[src/sv/hcrc_pkg.sv]
// Shared types and constants for the HSV color range classifier.
// Used by every module of the block; depends on nothing else.
package hcrc_pkg;

  localparam int PixW            = 8;
  localparam int HueW            = 9;
  localparam int SatW            = 8;
  localparam int DenW            = 8;
  localparam int QuoW            = 8;
  localparam int NumW            = DenW + QuoW;
  localparam int HueNumW         = 14;
  localparam int DivBitsPerStage = 2;
  localparam int DivStages       = QuoW / DivBitsPerStage;
  localparam int PipeStages      = DivStages + 2;
  localparam int CfgIdxW         = 3;
  localparam int CfgDataW        = 9;
  localparam int InDataW         = 24;
  localparam int OutDataW        = 32;

  localparam logic [HueW-1:0] HueGreenBase = 9'd120;
  localparam logic [HueW-1:0] HueBlueBase  = 9'd240;
  localparam logic [HueW-1:0] HueFull      = 9'd360;
  localparam logic [HueW-1:0] HueMax       = 9'd359;

  typedef enum logic [1:0] {
    SecRed   = 2'd0,
    SecGreen = 2'd1,
    SecBlue  = 2'd2
  } sector_e;

  typedef enum logic [CfgIdxW-1:0] {
    CfgHueLow  = 3'd0,
    CfgHueHigh = 3'd1,
    CfgSatLow  = 3'd2,
    CfgSatHigh = 3'd3,
    CfgValLow  = 3'd4,
    CfgValHigh = 3'd5
  } cfg_idx_e;

  typedef struct packed {
    logic [HueW-1:0] hue_low;
    logic [HueW-1:0] hue_high;
    logic [SatW-1:0] sat_low;
    logic [SatW-1:0] sat_high;
    logic [PixW-1:0] val_low;
    logic [PixW-1:0] val_high;
  } cfg_t;

  typedef struct packed {
    sector_e         sector;
    logic            neg;
    logic            delta_zero;
    logic [PixW-1:0] mx;
  } side_t;

  typedef struct packed {
    logic [NumW-1:0] num;
    logic [DenW-1:0] den;
  } div_in_t;

  typedef struct packed {
    logic [QuoW-1:0] quo;
    logic            rem_nz;
  } div_out_t;

endpackage

[src/sv/hcrc_regs.sv]
// Bound registers of the classifier, written over the configuration channel.
// Depends on hcrc_pkg.
module hcrc_regs (
  input  logic                         clk_i,
  input  logic                         rst_ni,
  input  logic                         cfg_valid_i,
  output logic                         cfg_ready_o,
  input  logic [hcrc_pkg::CfgIdxW-1:0] cfg_index_i,
  input  logic [hcrc_pkg::CfgDataW-1:0] cfg_data_i,
  output hcrc_pkg::cfg_t               cfg_o
);
  import hcrc_pkg::*;

  cfg_t cfg_q, cfg_d;

  assign cfg_ready_o = 1'b1;

  always_comb begin
    cfg_d = cfg_q;
    if (cfg_valid_i) begin
      unique case (cfg_idx_e'(cfg_index_i))
        CfgHueLow:  cfg_d.hue_low  = cfg_data_i[HueW-1:0];
        CfgHueHigh: cfg_d.hue_high = cfg_data_i[HueW-1:0];
        CfgSatLow:  cfg_d.sat_low  = cfg_data_i[SatW-1:0];
        CfgSatHigh: cfg_d.sat_high = cfg_data_i[SatW-1:0];
        CfgValLow:  cfg_d.val_low  = cfg_data_i[PixW-1:0];
        CfgValHigh: cfg_d.val_high = cfg_data_i[PixW-1:0];
        default:    cfg_d = cfg_q;
      endcase
    end
  end

  always_ff @(posedge clk_i or negedge rst_ni) begin
    if (!rst_ni) begin
      cfg_q.hue_low  <= '0;
      cfg_q.hue_high <= HueMax;
      cfg_q.sat_low  <= '0;
      cfg_q.sat_high <= '1;
      cfg_q.val_low  <= '0;
      cfg_q.val_high <= '1;
    end else begin
      cfg_q <= cfg_d;
    end
  end

  assign cfg_o = cfg_q;

endmodule

[src/sv/hcrc_front.sv]
// First pipeline stage: max, min, hue sector and the two dividends.
// Depends on hcrc_pkg.
module hcrc_front (
  input  logic                      clk_i,
  input  logic                      en_i,
  input  logic [hcrc_pkg::PixW-1:0] red_i,
  input  logic [hcrc_pkg::PixW-1:0] green_i,
  input  logic [hcrc_pkg::PixW-1:0] blue_i,
  output hcrc_pkg::div_in_t         hue_div_o,
  output hcrc_pkg::div_in_t         sat_div_o,
  output hcrc_pkg::side_t           side_o
);
  import hcrc_pkg::*;

  logic [PixW-1:0]    mx, mn, delta, diff;
  logic [HueNumW-1:0] hue_num;
  logic [NumW-1:0]    sat_num;
  side_t              side_d, side_q;
  div_in_t            hue_d, hue_q, sat_d, sat_q;

  always_comb begin
    mx = red_i;
    mn = red_i;
    if (green_i > mx) mx = green_i;
    if (blue_i > mx)  mx = blue_i;
    if (green_i < mn) mn = green_i;
    if (blue_i < mn)  mn = blue_i;
    delta = mx - mn;

    side_d.mx         = mx;
    side_d.delta_zero = (delta == '0);
    if (mx == red_i) begin
      side_d.sector = SecRed;
      side_d.neg    = (blue_i > green_i);
      diff          = side_d.neg ? blue_i - green_i : green_i - blue_i;
    end else if (mx == green_i) begin
      side_d.sector = SecGreen;
      side_d.neg    = (red_i > blue_i);
      diff          = side_d.neg ? red_i - blue_i : blue_i - red_i;
    end else begin
      side_d.sector = SecBlue;
      side_d.neg    = (green_i > red_i);
      diff          = side_d.neg ? green_i - red_i : red_i - green_i;
    end

    hue_num   = {diff, 6'b0} - {4'b0, diff, 2'b0};
    sat_num   = {delta, 8'b0} - {8'b0, delta};
    hue_d.num = {{(NumW-HueNumW){1'b0}}, hue_num};
    hue_d.den = delta;
    sat_d.num = sat_num;
    sat_d.den = mx;
  end

  always_ff @(posedge clk_i) begin
    if (en_i) begin
      side_q <= side_d;
      hue_q  <= hue_d;
      sat_q  <= sat_d;
    end
  end

  assign hue_div_o = hue_q;
  assign sat_div_o = sat_q;
  assign side_o    = side_q;

endmodule

[src/sv/hcrc_div.sv]
// Pipelined restoring divider for a quotient known to fit in QuoW bits.
// Retires DivBitsPerStage quotient bits per register stage; depends on hcrc_pkg.
module hcrc_div (
  input  logic                           clk_i,
  input  logic [hcrc_pkg::DivStages-1:0] en_i,
  input  hcrc_pkg::div_in_t              div_i,
  output hcrc_pkg::div_out_t             div_o
);
  import hcrc_pkg::*;

  typedef struct packed {
    logic [DenW:0]   rem;
    logic [QuoW-1:0] low;
    logic [QuoW-1:0] quo;
    logic [DenW-1:0] den;
  } lane_t;

  function automatic lane_t div_step(lane_t l);
    lane_t         r;
    logic [DenW:0] t;
    r = l;
    for (int i = 0; i < DivBitsPerStage; i++) begin
      t     = {r.rem[DenW-1:0], r.low[QuoW-1]};
      r.low = {r.low[QuoW-2:0], 1'b0};
      if (t >= {1'b0, r.den}) begin
        r.rem = t - {1'b0, r.den};
        r.quo = {r.quo[QuoW-2:0], 1'b1};
      end else begin
        r.rem = t;
        r.quo = {r.quo[QuoW-2:0], 1'b0};
      end
    end
    return r;
  endfunction

  lane_t init;
  lane_t lane_d [DivStages];
  lane_t lane_q [DivStages];

  always_comb begin
    init.rem  = {1'b0, div_i.num[NumW-1:QuoW]};
    init.low  = div_i.num[QuoW-1:0];
    init.quo  = '0;
    init.den  = div_i.den;
    lane_d[0] = div_step(init);
    for (int k = 1; k < DivStages; k++) begin
      lane_d[k] = div_step(lane_q[k-1]);
    end
  end

  always_ff @(posedge clk_i) begin
    for (int k = 0; k < DivStages; k++) begin
      if (en_i[k]) begin
        lane_q[k] <= lane_d[k];
      end
    end
  end

  assign div_o.quo    = lane_q[DivStages-1].quo;
  assign div_o.rem_nz = |lane_q[DivStages-1].rem;

endmodule

[src/sv/hcrc_back.sv]
// Last pipeline stage: hue from the sector quotient, saturation, bound compare.
// Holds the output register; depends on hcrc_pkg.
module hcrc_back (
  input  logic                      clk_i,
  input  logic                      en_i,
  input  hcrc_pkg::div_out_t        hue_div_i,
  input  hcrc_pkg::div_out_t        sat_div_i,
  input  hcrc_pkg::side_t           side_i,
  input  hcrc_pkg::cfg_t            cfg_i,
  output logic                      in_range_o,
  output logic [hcrc_pkg::HueW-1:0] hue_o,
  output logic [hcrc_pkg::SatW-1:0] sat_o,
  output logic [hcrc_pkg::PixW-1:0] val_o
);
  import hcrc_pkg::*;

  logic [HueW-1:0] qx, rnz, hue_d, hue_q;
  logic [SatW-1:0] sat_d, sat_q;
  logic [PixW-1:0] val_q;
  logic            ok_d, ok_q;

  always_comb begin
    qx  = {1'b0, hue_div_i.quo};
    rnz = {{(HueW-1){1'b0}}, hue_div_i.rem_nz};
    case (side_i.sector)
      SecRed:   hue_d = side_i.neg ? ((qx == '0) ? '0 : HueFull - qx) : qx;
      SecGreen: hue_d = side_i.neg ? HueGreenBase - qx - rnz : HueGreenBase + qx;
      SecBlue:  hue_d = side_i.neg ? HueBlueBase - qx - rnz : HueBlueBase + qx;
      default:  hue_d = '0;
    endcase
    if (side_i.delta_zero) hue_d = '0;
    sat_d = (side_i.mx == '0) ? '0 : sat_div_i.quo;
    ok_d  = (hue_d >= cfg_i.hue_low) && (hue_d <= cfg_i.hue_high) &&
            (sat_d >= cfg_i.sat_low) && (sat_d <= cfg_i.sat_high) &&
            (side_i.mx >= cfg_i.val_low) && (side_i.mx <= cfg_i.val_high);
  end

  always_ff @(posedge clk_i) begin
    if (en_i) begin
      hue_q <= hue_d;
      sat_q <= sat_d;
      val_q <= side_i.mx;
      ok_q  <= ok_d;
    end
  end

  assign in_range_o = ok_q;
  assign hue_o      = hue_q;
  assign sat_o      = sat_q;
  assign val_o      = val_q;

endmodule

[src/sv/hsv_color_range_classifier.sv]
// Top level of the HSV color range classifier: pipeline control and stages.
// Depends on hcrc_pkg, hcrc_regs, hcrc_front, hcrc_div and hcrc_back.
//
//   channel   direction  payload (lowest bits first)
//   s_axis    in         red, green, blue
//   m_axis    out        in_range, hue, saturation, brightness
//   cfg       in         register index, bound value
//
// One pixel enters per clock while the output is not stalled; its result passes through
// the front stage, four divider stages and the output register.
// Reset clears all stage valid bits and loads the default bounds.
// A stalled output holds its stage; earlier stages keep filling empty slots.
module hsv_color_range_classifier (
  input  logic                          clk_i,
  input  logic                          rst_ni,
  input  logic                          s_axis_tvalid,
  output logic                          s_axis_tready,
  input  logic [hcrc_pkg::InDataW-1:0]  s_axis_tdata,  // red, green, blue
  output logic                          m_axis_tvalid,
  input  logic                          m_axis_tready,
  output logic [hcrc_pkg::OutDataW-1:0] m_axis_tdata,  // in_range, hue, sat, brightness, zeros
  input  logic                          cfg_valid_i,
  output logic                          cfg_ready_o,
  input  logic [hcrc_pkg::CfgIdxW-1:0]  cfg_index_i,
  input  logic [hcrc_pkg::CfgDataW-1:0] cfg_data_i
);
  import hcrc_pkg::*;

  cfg_t                  cfg;
  div_in_t               hue_div_in, sat_div_in;
  div_out_t              hue_div_out, sat_div_out;
  side_t                 side_front;
  side_t                 side_q [DivStages];
  logic [PipeStages-1:0] en, vld_q, vld_d;
  logic                  in_range;
  logic [HueW-1:0]       hue;
  logic [SatW-1:0]       sat;
  logic [PixW-1:0]       val;

  hcrc_regs u_regs (
    .clk_i       (clk_i),
    .rst_ni      (rst_ni),
    .cfg_valid_i (cfg_valid_i),
    .cfg_ready_o (cfg_ready_o),
    .cfg_index_i (cfg_index_i),
    .cfg_data_i  (cfg_data_i),
    .cfg_o       (cfg)
  );

  always_comb begin
    en[PipeStages-1] = !vld_q[PipeStages-1] || m_axis_tready;
    for (int k = PipeStages - 2; k >= 0; k--) begin
      en[k] = !vld_q[k] || en[k+1];
    end
    vld_d[0] = en[0] ? s_axis_tvalid : vld_q[0];
    for (int k = 1; k < PipeStages; k++) begin
      vld_d[k] = en[k] ? vld_q[k-1] : vld_q[k];
    end
  end

  always_ff @(posedge clk_i or negedge rst_ni) begin
    if (!rst_ni) begin
      vld_q <= '0;
    end else begin
      vld_q <= vld_d;
    end
  end

  assign s_axis_tready = en[0];

  hcrc_front u_front (
    .clk_i     (clk_i),
    .en_i      (en[0]),
    .red_i     (s_axis_tdata[7:0]),
    .green_i   (s_axis_tdata[15:8]),
    .blue_i    (s_axis_tdata[23:16]),
    .hue_div_o (hue_div_in),
    .sat_div_o (sat_div_in),
    .side_o    (side_front)
  );

  hcrc_div u_hue_div (
    .clk_i (clk_i),
    .en_i  (en[DivStages:1]),
    .div_i (hue_div_in),
    .div_o (hue_div_out)
  );

  hcrc_div u_sat_div (
    .clk_i (clk_i),
    .en_i  (en[DivStages:1]),
    .div_i (sat_div_in),
    .div_o (sat_div_out)
  );

  always_ff @(posedge clk_i) begin
    for (int k = 0; k < DivStages; k++) begin
      if (en[k+1]) begin
        side_q[k] <= (k == 0) ? side_front : side_q[(k == 0) ? 0 : k - 1];
      end
    end
  end

  hcrc_back u_back (
    .clk_i      (clk_i),
    .en_i       (en[PipeStages-1]),
    .hue_div_i  (hue_div_out),
    .sat_div_i  (sat_div_out),
    .side_i     (side_q[DivStages-1]),
    .cfg_i      (cfg),
    .in_range_o (in_range),
    .hue_o      (hue),
    .sat_o      (sat),
    .val_o      (val)
  );

  assign m_axis_tvalid = vld_q[PipeStages-1];
  assign m_axis_tdata  = {{(OutDataW-1-HueW-SatW-PixW){1'b0}}, val, sat, hue, in_range};

  // The input side only stalls once every stage holds a pixel.
  a_ready_full: assert property (@(posedge clk_i) disable iff (!rst_ni)
    !s_axis_tready |-> (&vld_q))
    else $error("input stalled while the pipeline has an empty stage");

  // An accepted pixel always lands in the front stage.
  a_accept_lands: assert property (@(posedge clk_i) disable iff (!rst_ni)
    (s_axis_tvalid && s_axis_tready) |=> vld_q[0])
    else $error("accepted pixel lost at the front stage");

  a_hue_limit: assert property (@(posedge clk_i) disable iff (!rst_ni)
    m_axis_tvalid |-> (hue <= HueMax))
    else $error("hue out of range");

  a_black_pixel: assert property (@(posedge clk_i) disable iff (!rst_ni)
    (m_axis_tvalid && (val == '0)) |-> ((sat == '0) && (hue == '0)))
    else $error("black pixel with nonzero hue or saturation");

endmodule

[config.mk]
export PLATFORM = sky130hd
export DESIGN_NAME = hsv_color_range_classifier
export DESIGN_NICKNAME = d
export VERILOG_FILES = /design/src/sv/hcrc_pkg.sv /design/src/sv/hcrc_regs.sv /design/src/sv/hcrc_front.sv /design/src/sv/hcrc_div.sv /design/src/sv/hcrc_back.sv /design/src/sv/hsv_color_range_classifier.sv
export SDC_FILE = /design/constraint.sdc
export NUM_CORES = 1
export LEC_CHECK = 0
export ABC_AREA = 1
export BUFFER_PORTS_ARGS = -buffer_cell sky130_fd_sc_hd__clkbuf_2
export CELL_PAD_IN_SITES_DETAIL_PLACEMENT = 0
export CELL_PAD_IN_SITES_GLOBAL_PLACEMENT = 2
export CORE_ASPECT_RATIO = 1.5
export CORE_MARGIN = 2
export CORE_UTILIZATION = 40
export DETAILED_ROUTE_END_ITERATION = 8
export PLACE_DENSITY_LB_ADDON = 0.12
export SYNTH_ARGS = -nofsm -noshare
export SYNTH_HDL_FRONTEND = slang
export SYNTH_SLANG_ARGS = --single-unit
[constraint.sdc]
create_clock -name clk_i -period 6.7 [get_ports clk_i]
set_clock_uncertainty 0.1 [all_clocks]
set_input_delay 0.335 -clock clk_i [delete_from_list [all_inputs] [get_ports clk_i]]
set_output_delay 0.335 -clock clk_i [all_outputs]
set_load 0.01 [all_outputs]
==> qor.yml <==
first_pass_iters: 5
end_kind: "flop"
synth_compound_area_share_pct: 12.39
drcViolationCount: 0
hold_viol_final: 0
cts_sinks: 313
slowest_delay_ns: 0.39
max_clock_freq_mhz: 167.0
clkLatencyLatePin_ns: 0.54
avgSynthCellArea_um2: 8.855
post_synth_mux_area_share_pct: 0.6291
cts_setup_buffers: 0
hp-class: "in -> reg"
status: "finished clean"
grt_max_degree: 57
cts_buffers: 35
synth_top_family_by_area: "adder cells"
n_antenna_cell: 0
hold_start: "cfg_data_i[4]"
initial_utilization_pct: 40.39
syn_inst: 2493
gp_congestion: 0.8806
yosys.area.top_type: "edfxtp_1"
pin_count: 76
cts_tree: "built"
period_share_pct: 89.37
crit_required_ns: 6.87
synth_edf_count: 257
cts_hold_buf: 3
synthFlopType: "edfxtp_1"
grt_remaining_overflow: 0
post-route-min-period_ns: 5.988
crit_type: "in -> reg"
post_synth_main_area_contributors: "edfxtp_1 35%, ha_1 15%, nand2_1 7.5%"
path_common_cell: "nand2_1"
synth_cell_types: 54
cts.path.max_buffers: 3
maxCapViolCount: 0
crit_slowest_cell: "fa_1"
post-dp-hpwl_um: 46880
viasPerCell: 5.057
setup_viol: 0
yosys.area_share.adder_pct: 16.81
cts-root-buf: "clkbuf_16"
antenna_found_initial: 0
post_cts_resized: 0
async_flop_share_pct: 17.89
grt_pass1_wl_um: 90650
startpoint_type: "primary input"
worst_slew_pin_slew_ns: 1.086
first_iter_violations: 651
dieArea_um2: 57120
drive_above_1_share_pct: 9.382
syn2layout_area_growth_pct: 11.34
port_buffers: 68
grt_pass1_vias: 17160
tns_ns: 0
rsz0062_at_grt: "no"
clk_pin_slew_ns: 0.06
multi_input_area_um2: 11220
nets: 2921
routed_wl_um: 57460
row_count: 105
path_max_fanout: 11
synth_top_cell_area_share_pct: 34.96
cp.arrival_ns: 6.16
yosys_register_bits: 313
fillers: 5421
wl_per_cell_um: 17.32
fp.dieH_um: 291.7
crit_start: "s_axis_tdata[8]"
synth-xor-area-share_pct: 4.523
vias: 16780
yosysWarnings: 0
ctsHtreeMaxLevel: 2
regArea_um2: 9146
core_area_um2: 54650
track_usage_pct: 20.22
rr_startpoint: "u_front.side_o[1]"
fp.dieW_um: 195.8
synth-simple-area-share_pct: 16.27
syn_area_um2: 22070
drtAntennaViolNets: 0
yosysSeqAreaShare_pct: 41.43
finalMaxSlewViolations: 0
relSlewSlack_pct: 27.51
layout by cell type (no fill, tap or decap), types with 11 or more instances in the layout:
| cell | netlist | final |
|---|---|---|
| nor3_1 | 19 | 19 |
| nand4_1 | 35 | 35 |
| nand3_1 | 88 | 88 |
| dfrtp_1 | 34 | 34 |
| inv_1 | 398 | 395 |
| o21ai_0 | 219 | 219 |
| or2_2 | 12 | 12 |
| xor2_1 | 83 | 83 |
| buf_4 | 9 | 31 |
| o21bai_1 | 15 | 15 |
| nand2_2 | 20 | 21 |
| clkbuf_16 | 0 | 36 |
| nor2_1 | 158 | 158 |
| edfxtp_1 | 257 | 257 |
| a21oi_1 | 179 | 179 |
| a211oi_1 | 12 | 12 |
| xnor2_1 | 31 | 31 |
| dfstp_2 | 22 | 22 |
| fa_1 | 21 | 21 |
| clkbuf_2 | 0 | 68 |
| nand2_1 | 444 | 443 |
| o211ai_1 | 11 | 11 |
| ha_1 | 263 | 263 |
kinds of logic (layout without fill, tap and decap cells):
group / Yosys count / after routing
muxes: 13 / 13
buffers and inverters: 448 / 572
and+or+nand+nor: 824 / 824
other: 2 / 7
AOI/OAI and AO/OA: 495 / 495
xor gates and xnor gates: 114 / 114
DFF: 313 / 313
adders and majority gates: 284 / 284
metrics by stage:
stage | cells | worst slack [ns] | hold WS [ns] | area (µm²) | util, %
after floorplan | 2498 | 0.7629 | -0.06059 | 22090 | -
after global placement | 3251 | 0.2188 | 0.3008 | 23330 | 42.69
after detailed placement | 3251 | 0.1619 | 0.3054 | 23330 | 42.69
after CTS | 3317 | 0.6940 | 0.07118 | 24580 | 44.97
after global routing | 3317 | 0.06503 | 0.1095 | 24580 | 44.97
final | 3317 | 0.7120 | 0.09917 | 24580 | 44.97
area by class of cell:
| class | count | area share, % |
|---|---|---|
| multi-input combinational | 1737 | 45.64 |
| sequential | 313 | 37.21 |
| inverter | 407 | 6.216 |
| clock buffer | 50 | 4.057 |
| tap | 695 | 3.538 |
| timing repair buffer | 102 | 2.454 |
| clock inverter | 13 | 0.8858 |
state kept, by name, indices dropped and copies added, names as in the netlist, 9 cells and up:
name               cells
side_q                48
u_back.hue_o           9
u_front.hue_div_o     19
u_front.sat_div_o     16
u_front.side_o        12
u_hue_div.lane_q      81
u_regs.cfg_o          50
u_sat_div.lane_q      55
path summary, 6_finish.rpt:
kind / to / slack, ns / cells after the start
worst max-delay path: u_front.hue_div_o[19] / 0.71 / 38
worst min-delay path: u_regs.cfg_o[36] / 0.1 / 3
worst max register to register: u_sat_div.lane_q[0][27] / 1.12 / 23
worst min register to register: side_q[3][11] / 0.31 / 0
max in group asynchronous: vld_q[5] / 5.59 / 3
min in group asynchronous: u_regs.cfg_o[28] / 0.39 / 3
layer usage:
metal	GRT usage (%)	wire length, µm	part of all wire (%)
met3	1.548	1093	1.9
met2	41.76	32580	57
met1	20.94	21970	38
met4	6.744	1814	3.2
met5	0	0	0
cells in the mapped netlist, types with 15 or more instances:
cell type / count
a21oi_1: 179
nand3_1: 88
fa_1: 21
nor2_1: 158
dfstp_2: 22
xor2_1: 83
edfxtp_1: 257
inv_1: 398
nor3_1: 19
o21ai_0: 219
nand2_1: 444
nand4_1: 35
o21bai_1: 15
dfrtp_1: 34
clkbuf_1: 25
nand2_2: 20
xnor2_1: 31
ha_1: 263
critical path: cells and delay by family:
kind / cells / cell delay [ns]
buffers and inverters: 6 / 0.72
AND/OR/NAND/NOR: 22 / 2.69
AO/OA/AOI/OAI: 6 / 1.12
adder cells (fa/ha/maj): 4 / 1.30
Power is left out: the tool's default activity adds up to more than one toggle a clock period on the data nets, which glitch-free logic cannot reach.
